==> src/hdl/bbp_pkg.sv <==
// Shared types and constants for the bimodal branch predictor with target buffer.
// Used by the controller, the datapath and the top level; depends on nothing.
package bbp_pkg;

    // Table depth; must be a power of two, 4 to 65536.
    localparam int ENTRIES = 1024;
    localparam int IDX_W   = $clog2(ENTRIES);

    // Field widths fixed by the interface.
    localparam int PC_W  = 32;
    localparam int IMM_W = 16;
    localparam int CNT_W = 2;

    // Counter limits and the fetch step.
    localparam logic [CNT_W-1:0] CNT_MAX   = 2'b11;
    localparam logic [CNT_W-1:0] CNT_MIN   = 2'b00;
    localparam logic [PC_W-1:0]  INSTR_STEP = 32'd4;

    // Operation codes of an input transaction.
    typedef enum logic [1:0] {
        OP_PREDICT = 2'd0,
        OP_FILL    = 2'd1,
        OP_RESOLVE = 2'd2,
        OP_NOP     = 2'd3
    } t_op;

    // Controller states.
    typedef enum logic [1:0] {
        ST_CLEAR,
        ST_IDLE,
        ST_EXEC
    } t_state;

    // Commands from the controller to the datapath.
    typedef struct packed {
        logic clr_we;   // write zeros at the sweep index
        logic capture;  // register the input transaction and read the tables
        logic commit;   // update tables and flags, load the result register
    } t_ctrl_cmd;

    // Status from the datapath to the controller.
    typedef struct packed {
        logic clr_last; // sweep is at the last entry
        logic out_free; // result register can take a new result this cycle
    } t_dp_status;

endpackage

==> src/hdl/bbp_ctrl.sv <==
// Controller state machine of the branch predictor: clearing sweep, accept, execute.
// Depends on bbp_pkg for the state type and the command/status structs.
module bbp_ctrl import bbp_pkg::*; (
    input  logic       i_clk,
    input  logic       i_rst_n,
    input  logic       i_valid,
    input  t_dp_status i_status,
    output t_ctrl_cmd  o_cmd,
    output logic       o_stall
);

    t_state r_state;
    t_state n_state;

    // State register.
    always_ff @(posedge i_clk) begin
        if (!i_rst_n) begin
            r_state <= ST_CLEAR;
        end else begin
            r_state <= n_state;
        end
    end

    // Next state.
    always_comb begin
        n_state = r_state;
        case (r_state)
            ST_CLEAR: begin
                if (i_status.clr_last) begin
                    n_state = ST_IDLE;
                end
            end
            ST_IDLE: begin
                if (i_valid) begin
                    n_state = ST_EXEC;
                end
            end
            ST_EXEC: begin
                if (i_status.out_free) begin
                    n_state = ST_IDLE;
                end
            end
            default: begin
                n_state = ST_CLEAR;
            end
        endcase
    end

    // Outputs to the datapath and the input channel.
    always_comb begin
        o_cmd   = '0;
        o_stall = 1'b1;
        case (r_state)
            ST_CLEAR: begin
                o_cmd.clr_we = 1'b1;
            end
            ST_IDLE: begin
                o_stall       = 1'b0;
                o_cmd.capture = i_valid;
            end
            ST_EXEC: begin
                o_cmd.commit = i_status.out_free;
            end
            default: begin
                o_cmd = '0;
            end
        endcase
    end

endmodule

==> config.mk <==
export PLATFORM = sky130hd
export DESIGN_NAME = bbp_ctrl
export DESIGN_NICKNAME = d
export VERILOG_FILES = /design/src/hdl/bbp_pkg.sv /design/src/hdl/bbp_ctrl.sv
export SDC_FILE = /design/constraint.sdc
export NUM_CORES = 1
export LEC_CHECK = 0
export BUFFER_PORTS_ARGS = -buffer_cell sky130_fd_sc_hd__buf_2
export CORE_AREA = 2 2 39 41
export DETAILED_ROUTE_END_ITERATION = 6
export DIE_AREA = 0 0 41 43
export PLACE_DENSITY = 0.3
export SYNTH_ARGS = -nofsm -noshare
export SYNTH_HDL_FRONTEND = slang
export SYNTH_SLANG_ARGS = --single-unit
==> constraint.sdc <==
create_clock -name i_clk -period 1.22 [get_ports i_clk]
set_input_delay 0.244 -clock i_clk [delete_from_list [all_inputs] [get_ports i_clk]]
set_output_delay 0.244 -clock i_clk [all_outputs]
set_load 0.02 [all_outputs]
# After elaboration in Yosys (flattened, before gate mapping)

Index checks and enable logic that the tools add are counted.
W data, S select, Z words.

Equality and inequality tests: 5
Multiplexer cells: 8
Reductions and logical operators: 2

Operator list:

| cell                 | count |
|---|---|
| $mux W2              | 3 |
| $ne A2 B2 Y1 const B | 3 |
| $pmux W2 S3          | 1 |
| $mux W1              | 4 |
| $reduce_and A3 Y1    | 1 |
| $eq A2 B1 Y1 const B | 1 |
| $eq A2 B2 Y1 const B | 1 |
| $logic_not A2 Y1     | 1 |

Flip-flop bits (word level): 2
Input bits: 5
Output and inout bits: 4
Word-level logic and storage cells: 16

# Logic depth before layout (Yosys ltp)

Gate-level depths: netlist of run 1.

Depth after elaboration: 3
Gate-level depth with buffers: 2
Depth with buffers taken out: 2

# Worst setup path after synthesis of run 1

Ideal clock, no wire load.

Kind: flip-flop to flip-flop
Start point: register r_state[0]
End point: register r_state[0]
Setup time: 0.117 ns
Data arrival time: 0.841 ns
Data required time: 1.103 ns
Slack: 0.262 ns
Cell stages (with the launch flop): 3
Period minus slack after synthesis: 0.958 ns
Path through: dfxtp_1 -> and3b_1 -> a32o_1

Word-level cells in the longest chain between the ends: 3
Elaborated cells between the ends (all ways): 8
Those cells by class: 5 x eq/ne; 1 x mux; 2 x reduce/logical

RTL lines:

| element                                    | line           | RTL |
|---|---|---|
| from (decl)                                | bbp_ctrl.sv:12 | `t_state r_state;` |
| from (signal assigned)                     | bbp_ctrl.sv:20 | `r_state <= n_state;` |
| $eq A2 B2 Y1, or another cell as far along | bbp_ctrl.sv:27 | `case (r_state)` |
| $ne A2 B2 Y1 (no line)                     | --             |  |
| $reduce_and A3 Y1 (no line)                | --             |  |

Parallel ways exist; a longest one is shown, timed or not.
A chain may end at the register's enable or synchronous reset.

# Worst setup path in the final report of run 1

Start point: register r_state[0]
End point: output o_stall

Word-level cells in the longest chain between the ends: 2

RTL lines:

| element      | line           | RTL |
|---|---|---|
| $eq A2 B1 Y1 | bbp_ctrl.sv:53 | `case (r_state)` |
| $mux W1      | bbp_ctrl.sv:53 |  |
| to (decl)    | bbp_ctrl.sv:9  | `output logic o_stall` |

No other way between the ends.

==> key figures, run 1 <==
Yosys
  • Share of the synthesized area in the top cell type: 35.6%
  • Synth Register Bits: 2
  • Post-synth EDFFs: 0
  • Syn avg cell area: 9.38 um^2
  • Syn Std Cell Area: 113 um^2
  • Synth Warn #: 0
  • Dominant cell by count in the synthesized netlist: dfxtp_1
  • Synth top area cells: dfxtp_1 36%, a32o_1 8.9%, and3b_2 8.9%
  • Gate Count Post-Synth: 12
  • Syn_nets: 17
  • Asr flop ratio synth: 0%
  • Area leader, netlist: dfxtp_1
  • Main flop type after synthesis: dfxtp_1
  • Post-synthesis sequential area ratio: 35.6%
  • Post-synthesis cell type count: 11

Final layout
  • Syn-to-layout area delta: 92.2%
  • Final instance area: 216 um^2
  • Diode count: 0
  • Fin util: 15.6%
  • Nets@finish: 31
  • Biggest regs: r_state x2
  • Flip-flop count of the largest register after layout: 2
  • Most flop-heavy register: r_state
  • Layout cells sized above 1: 62.5%
  • Fin cells: 40

Drt
  • Drc violations: 0
  • Final ANT Viol Nets: 0
  • Detail-routed via count per cell: 3.38
  • DRT iter0 DRCs: 1
  • Vias: 135
  • Avg WL per Cell: 8.43 um
  • Total Wirelength: 337 um
  • Drt first pass iters: 2

Timing
  • Final worst path period need: 1.18 ns
  • Final Hold Fails: 0
  • Setup TNS: 0 ns
  • Worst slew margin: 89.6%
  • PnR worst setup slack: 0.0362 ns
  • Clock skew: 0.000692 ns
  • Worst slew pin tran: 0.155 ns
  • Final Max Slew Viols: 0
  • Hold_ws: 0.268 ns
  • Endpoints failing setup: 0
  • RSZ-0062 raised after global routing: yes
  • Fin crit share: 97.0%
  • FMAX: 845 MHz

Clock tree
  • Number of CTS-inserted buffers: 3
  • CTS root buffer: clkbuf_4
  • TritonCTS clock tree: done
  • Clock H-tree levels: 1
  • Clock sinks: 2
  • Deepest clock path buffer count: 2
  • Clock insertion delay at the later pin of the skew report: 0.22 ns
  • Clk slew on worst S/H paths: 0.03 ns

Global route
  • Remaining Overflow, GRT: 0
  • Global-route wire length before repair: 517 um
  • Vias in the first global route: 139
  • Tot GR Track Use: 5.21%
  • Pin count of the biggest net entering global routing: 8
  • Initial antenna violation count: 0

Setup path
  • Worst EP required: 0.98 ns
  • Flop2flop setup slack: 0.25 ns
  • Nature of the critical path startpoint: register
  • Register-to-Register Path Depth: 3
  • R2R Path End: r_state[0]
  • Reg2reg start: r_state[0]
  • Arrival time at the worst endpoint: 0.94 ns
  • CP startpoint: r_state[0]
  • Crit Path Max Fanout: 7
  • Crit path capture: o_stall
  • Critical path capture point type: output pin
  • Crit Path Category: register to output pin

Place
  • Place WS: 0.212 ns
  • GPL Wtd Cong: 0.490
  • Port bufs: 8
  • Placed Cells incl. Taps: 36
  • Placed inst area: 173 um^2

Pwr
  • P_leak: 0.103 nW
  • Pwr dens: 1310 nW/um^2
  • Total power: 0.283 mW
  • Peak VDD IR: 0.000274 V

Worst hold path
  • Tightest Hold Check Type: input pin to register

Floorplan
  • Die Wd: 41 um
  • Die span in y: 43 um
  • Site row count: 14
  • Io pins: 9
  • Initial core utilization: 8.14%
  • Die ar.: 1760 um^2
  • Core area: 1380 um^2

Run status
  • Status: finished clean

Flow run
  • Max-cap violation count: 0
==> per-layer routing <==
metal | global-route usage (%) | wire (um) | vias up
li1 | - | - | 68
met1 | 4.78 | 109 | 58
met2 | 5.94 | 153 | 9
met3 | 3.14 | 74 | 0
met4 | 8.00 | 0 | 0
met5 | 0 | 0 | -
==> worst min-delay path by stage <==
| stage | depth (start not counted) | from | end | slack, ns |
|---|---|---|---|---|
| 2_1_floorplan | 1 | i_rst_n | r_state[1] | 0.36 |
| 3_3_place_gp | 2 | i_rst_n | r_state[1] | 0.50 |
| 3_5_place_dp | 2 | i_rst_n | r_state[1] | 0.50 |
| 4_1_cts | 2 | i_rst_n | r_state[1] | 0.26 |
| 5_1_grt | 2 | i_rst_n | r_state[1] | 0.29 |
| 6_report | 2 | i_rst_n | r_state[1] | 0.27 |
==> cells by family (layout without fill, tap and decap cells) <==
kind of cell           count (synthesis)  after routing  synth area share [%]
and+or+nand+nor                        8              8                  48.9
DFF                                    2              2                  35.6
buffers and inverters                  0             12                     0
AOI/OAI and AO/OA                      2              2                  15.6
==> cell usage in the layout (no fill, tap or decap) <==
| cell type | synthesis | routed |
|---|---|---|
| and2b_1 | 1 | 1 |
| dfxtp_2 | 0 | 1 |
| or2b_1 | 1 | 1 |
| dfxtp_4 | 0 | 1 |
| o21a_1 | 1 | 1 |
| and3b_2 | 1 | 1 |
| nor3b_1 | 1 | 1 |
| a32o_1 | 1 | 1 |
| clkbuf_4 | 0 | 3 |
| nand2_1 | 1 | 1 |
| and3b_1 | 1 | 1 |
| buf_6 | 0 | 1 |
| buf_2 | 0 | 6 |
| buf_4 | 0 | 2 |
| nor2_1 | 1 | 1 |
| or2_1 | 1 | 1 |
==> where the power goes <==
group          switching, mW  internal, mW
sequential           0.00644        0.0722
combinational         0.0288        0.0312
clock                 0.0358         0.108
==> worst max-delay path, stage by stage (launching register included) <==
cell and delay [ns]:
dfxtp_4 0.35, or2b_1 0.23, buf_6 0.13
==> layout make-up <==
class                      instances  area [um^2]
sequential                         2         45.0
multi-input combinational         10         72.6
fill                             158         1170
clock buffer                       3         22.5
tap                               16         20.0
timing repair buffer               9         56.3
==> repair_timing <==
action,in CTS,in global routing
endpoints found under the setup margin,3,3
buffers inserted,0,1
gates resized for setup,2,4
hold buffers,0,0
No activity file was read; power rests on OpenSTA's default activity.
==> run 2, diff against run 1 <==
==> constraint.sdc (replaced) <==
create_clock -name i_clk -period 1.22 [get_ports i_clk]
set_input_delay 0.061 -clock i_clk [delete_from_list [all_inputs] [get_ports i_clk]]
set_output_delay 0.061 -clock i_clk [all_outputs]
set_load 0.02 [all_outputs]
==> run 2 against run 1 <==
Sequential power fell by 0.6%. Routed wire length fell by 5.3%. Clock skew barely moved. Non-clock buffer count fell by 1. Largest cell class unchanged.
==> key figures, run 2 (synthesis gave the netlist of run 1 again) <==
Floorplan
  • Site row count: 14 (unchanged)
  • Die ar.: 1760 um^2 (unchanged)
  • Initial core utilization: 8.14% (unchanged)
  • Die span in y: 43 um (unchanged)
  • Core area: 1380 um^2 (unchanged)
  • Io pins: 9 (unchanged)
  • Die Wd: 41 um (unchanged)

Setup path
  • Worst-path cell chain: or2b_1 -> buf_2 (was or2b_1 -> buf_6)
  • Arrival time at the worst endpoint: 1.00 ns (was 0.94 ns)
  • Crit Path Category: register to output pin (unchanged)
  • Max incr delay on CP: 0.39 ns (was 0.35 ns)
  • Critical path capture point type: output pin (unchanged)
  • Slowest-stage cell, CP: dfxtp_1 (was dfxtp_4)
  • Nature of the critical path startpoint: register (unchanged)
  • Family with the most delay on the worst path: flip-flops (unchanged)
  • CP Buf/Inv Count: 1 (unchanged)
  • Crit Path Max Fanout: 7 (unchanged)
  • Worst EP required: 1.16 ns (was 0.98 ns)

Clock tree
  • Number of CTS-inserted buffers: 3 (unchanged)
  • Hold_buf cts: 0 (unchanged)
  • Clk slew on worst S/H paths: 0.03 ns (about the same)
  • TritonCTS clock tree: done (unchanged)
  • Clock insertion delay at the later pin of the skew report: 0.22 ns (about the same)
  • Deepest clock path buffer count: 2 (unchanged)
  • Post CTS Setup Buffer Count: 0 (unchanged)
  • CTS resizes: 0 (was 2)
  • CTS root buffer: clkbuf_4 (unchanged)
  • Clock sinks: 2 (unchanged)
  • Clock H-tree levels: 1 (unchanged)

Final layout
  • Biggest regs: r_state x2 (unchanged)
  • Syn-to-layout area delta: 73.3% (was 92.2%)
  • Layout cells sized above 1: 52.2% (was 62.5%)
  • Most flop-heavy register: r_state (unchanged)
  • Nets@finish: 30 (was 31)
  • Flip-flop count of the largest register after layout: 2 (unchanged)
  • Diode count: 0 (unchanged)
  • Commonest non-fill, non-tap cell in the layout: buf_2 (unchanged)
  • Most frequent cells in the layout: 8 x buf_2, 3 x clkbuf_4, 2 x dfxtp_1 (was 6 x buf_2, 3 x clkbuf_4, 2 x buf_4)

Global route
  • Global-route wire length before repair: 469 um (was 517 um)
  • Pin count of the biggest net entering global routing: 8 (unchanged)
  • Remaining Overflow, GRT: 0 (unchanged)
  • Vias in the first global route: 133 (was 139)
  • Tot GR Track Use: 4.71% (was 5.21%)
  • Initial antenna violation count: 0 (unchanged)

Drt
  • DRT iter0 DRCs: 6 (was 1)
  • Final ANT Viol Nets: 0 (unchanged)
  • Drc violations: 0 (unchanged)
  • Detail-routed via count per cell: 3.41 (was 3.38)
  • Avg WL per Cell: 8.18 um (was 8.43 um)
  • Total Wirelength: 319 um (was 337 um)
  • Drt first pass iters: 4 (was 2)
  • Vias: 133 (was 135)

Timing
  • Clock skew: 0.000912 ns (was 0.000692 ns)
  • Setup TNS: 0 ns (unchanged)
  • Fin crit share: 87.2% (was 97.0%)
  • Final Hold Fails: 0 (unchanged)
  • RSZ-0062 raised after global routing: no (was yes)
  • Endpoints failing setup: 0 (unchanged)
  • Worst slew pin tran: 0.171 ns (was 0.155 ns)
  • Worst slew margin: 88.6% (was 89.6%)
  • Final Max Slew Viols: 0 (unchanged)
  • FMAX: 940 MHz (was 845 MHz)
  • Final worst path period need: 1.06 ns (was 1.18 ns)
  • Hold_ws: 0.0847 ns (was 0.268 ns)

Pwr
  • Pwr dens: 1400 nW/um^2 (was 1310 nW/um^2)
  • Total power: 0.273 mW (was 0.283 mW)
  • P_leak: 0.0942 nW (was 0.103 nW)
  • Peak VDD IR: 0.000192 V (was 0.000274 V)

Worst hold path
  • Tightest Hold Check Type: input pin to register (unchanged)

Place
  • Port bufs: 8 (unchanged)
  • Final HPWL DP: 260 um
  • GPL Wtd Cong: 0.506 (was 0.490)

Flow run
  • Max-cap violation count: 0 (unchanged)

Run status
  • Status: finished clean (unchanged)
==> run 2: changes by cell type in the layout (fill, tap and decap cells not counted) <==
| cell | before | now |
|---|---|---|
| buf_2 | 6 | 8 |
| buf_4 | 2 | 0 |
| dfxtp_1 | 0 | 2 |
| buf_6 | 1 | 0 |
| dfxtp_2 | 1 | 0 |
| dfxtp_4 | 1 | 0 |
==> run 2: stage by stage <==
stage | instances | setup WS (ns) | util [%] | instance area (um^2)
after global routing | 39 | 0.0779 | 14.1 | 195
after CTS | 39 | 0.148 | 14.1 | 195
after global placement | 36 | 0.303 | 12.5 | 173
final | 39 | 0.156 | 14.1 | 195
after floorplan | 12 | 0.262 | - | 113
after detailed placement | 36 | 0.289 | 12.5 | 173
==> run 2: cell type report <==
| type | instances | area [um^2] |
|---|---|---|
| clock buffer | 3 | 22.5 |
| sequential | 2 | 40.0 |
| multi-input combinational | 10 | 72.6 |
| timing repair buffer | 8 | 40.0 |
| fill | 159 | 1190 |
| tap | 16 | 20.0 |
==> run 2: where the power goes <==
part,leakage [nW],switching [mW],total (mW),internal (mW)
Sequential,0.0165,0.00677,0.0781,0.0714
Clock,0.0138,0.0342,0.142,0.108
Combinational,0.0639,0.0275,0.0529,0.0255
==> run 2: worst paths after layout <==
check	depth (start not counted)	end	slack, ns	from
worst min register to register	2	r_state[0]	0.58	r_state[0]
worst min-delay path	2	r_state[1]	0.08	i_rst_n
worst max register to register	2	r_state[0]	0.29	r_state[1]
worst max-delay path	2	o_stall	0.16	r_state[0]
==> run 2: per-layer routing <==
metal,GRT usage [%],vias up,part of all wire (%)
li1,-,65,-
met1,3.83,59,37
met2,5.31,9,38
met3,4.71,0,24
met4,6.00,0,0
met5,0,-,0
==> run 2: worst reg2reg max path, stage by stage (launching register included) <==
cell	delay, ns
dfxtp_1	0.38
and2b_1	0.20
a32o_1	0.24
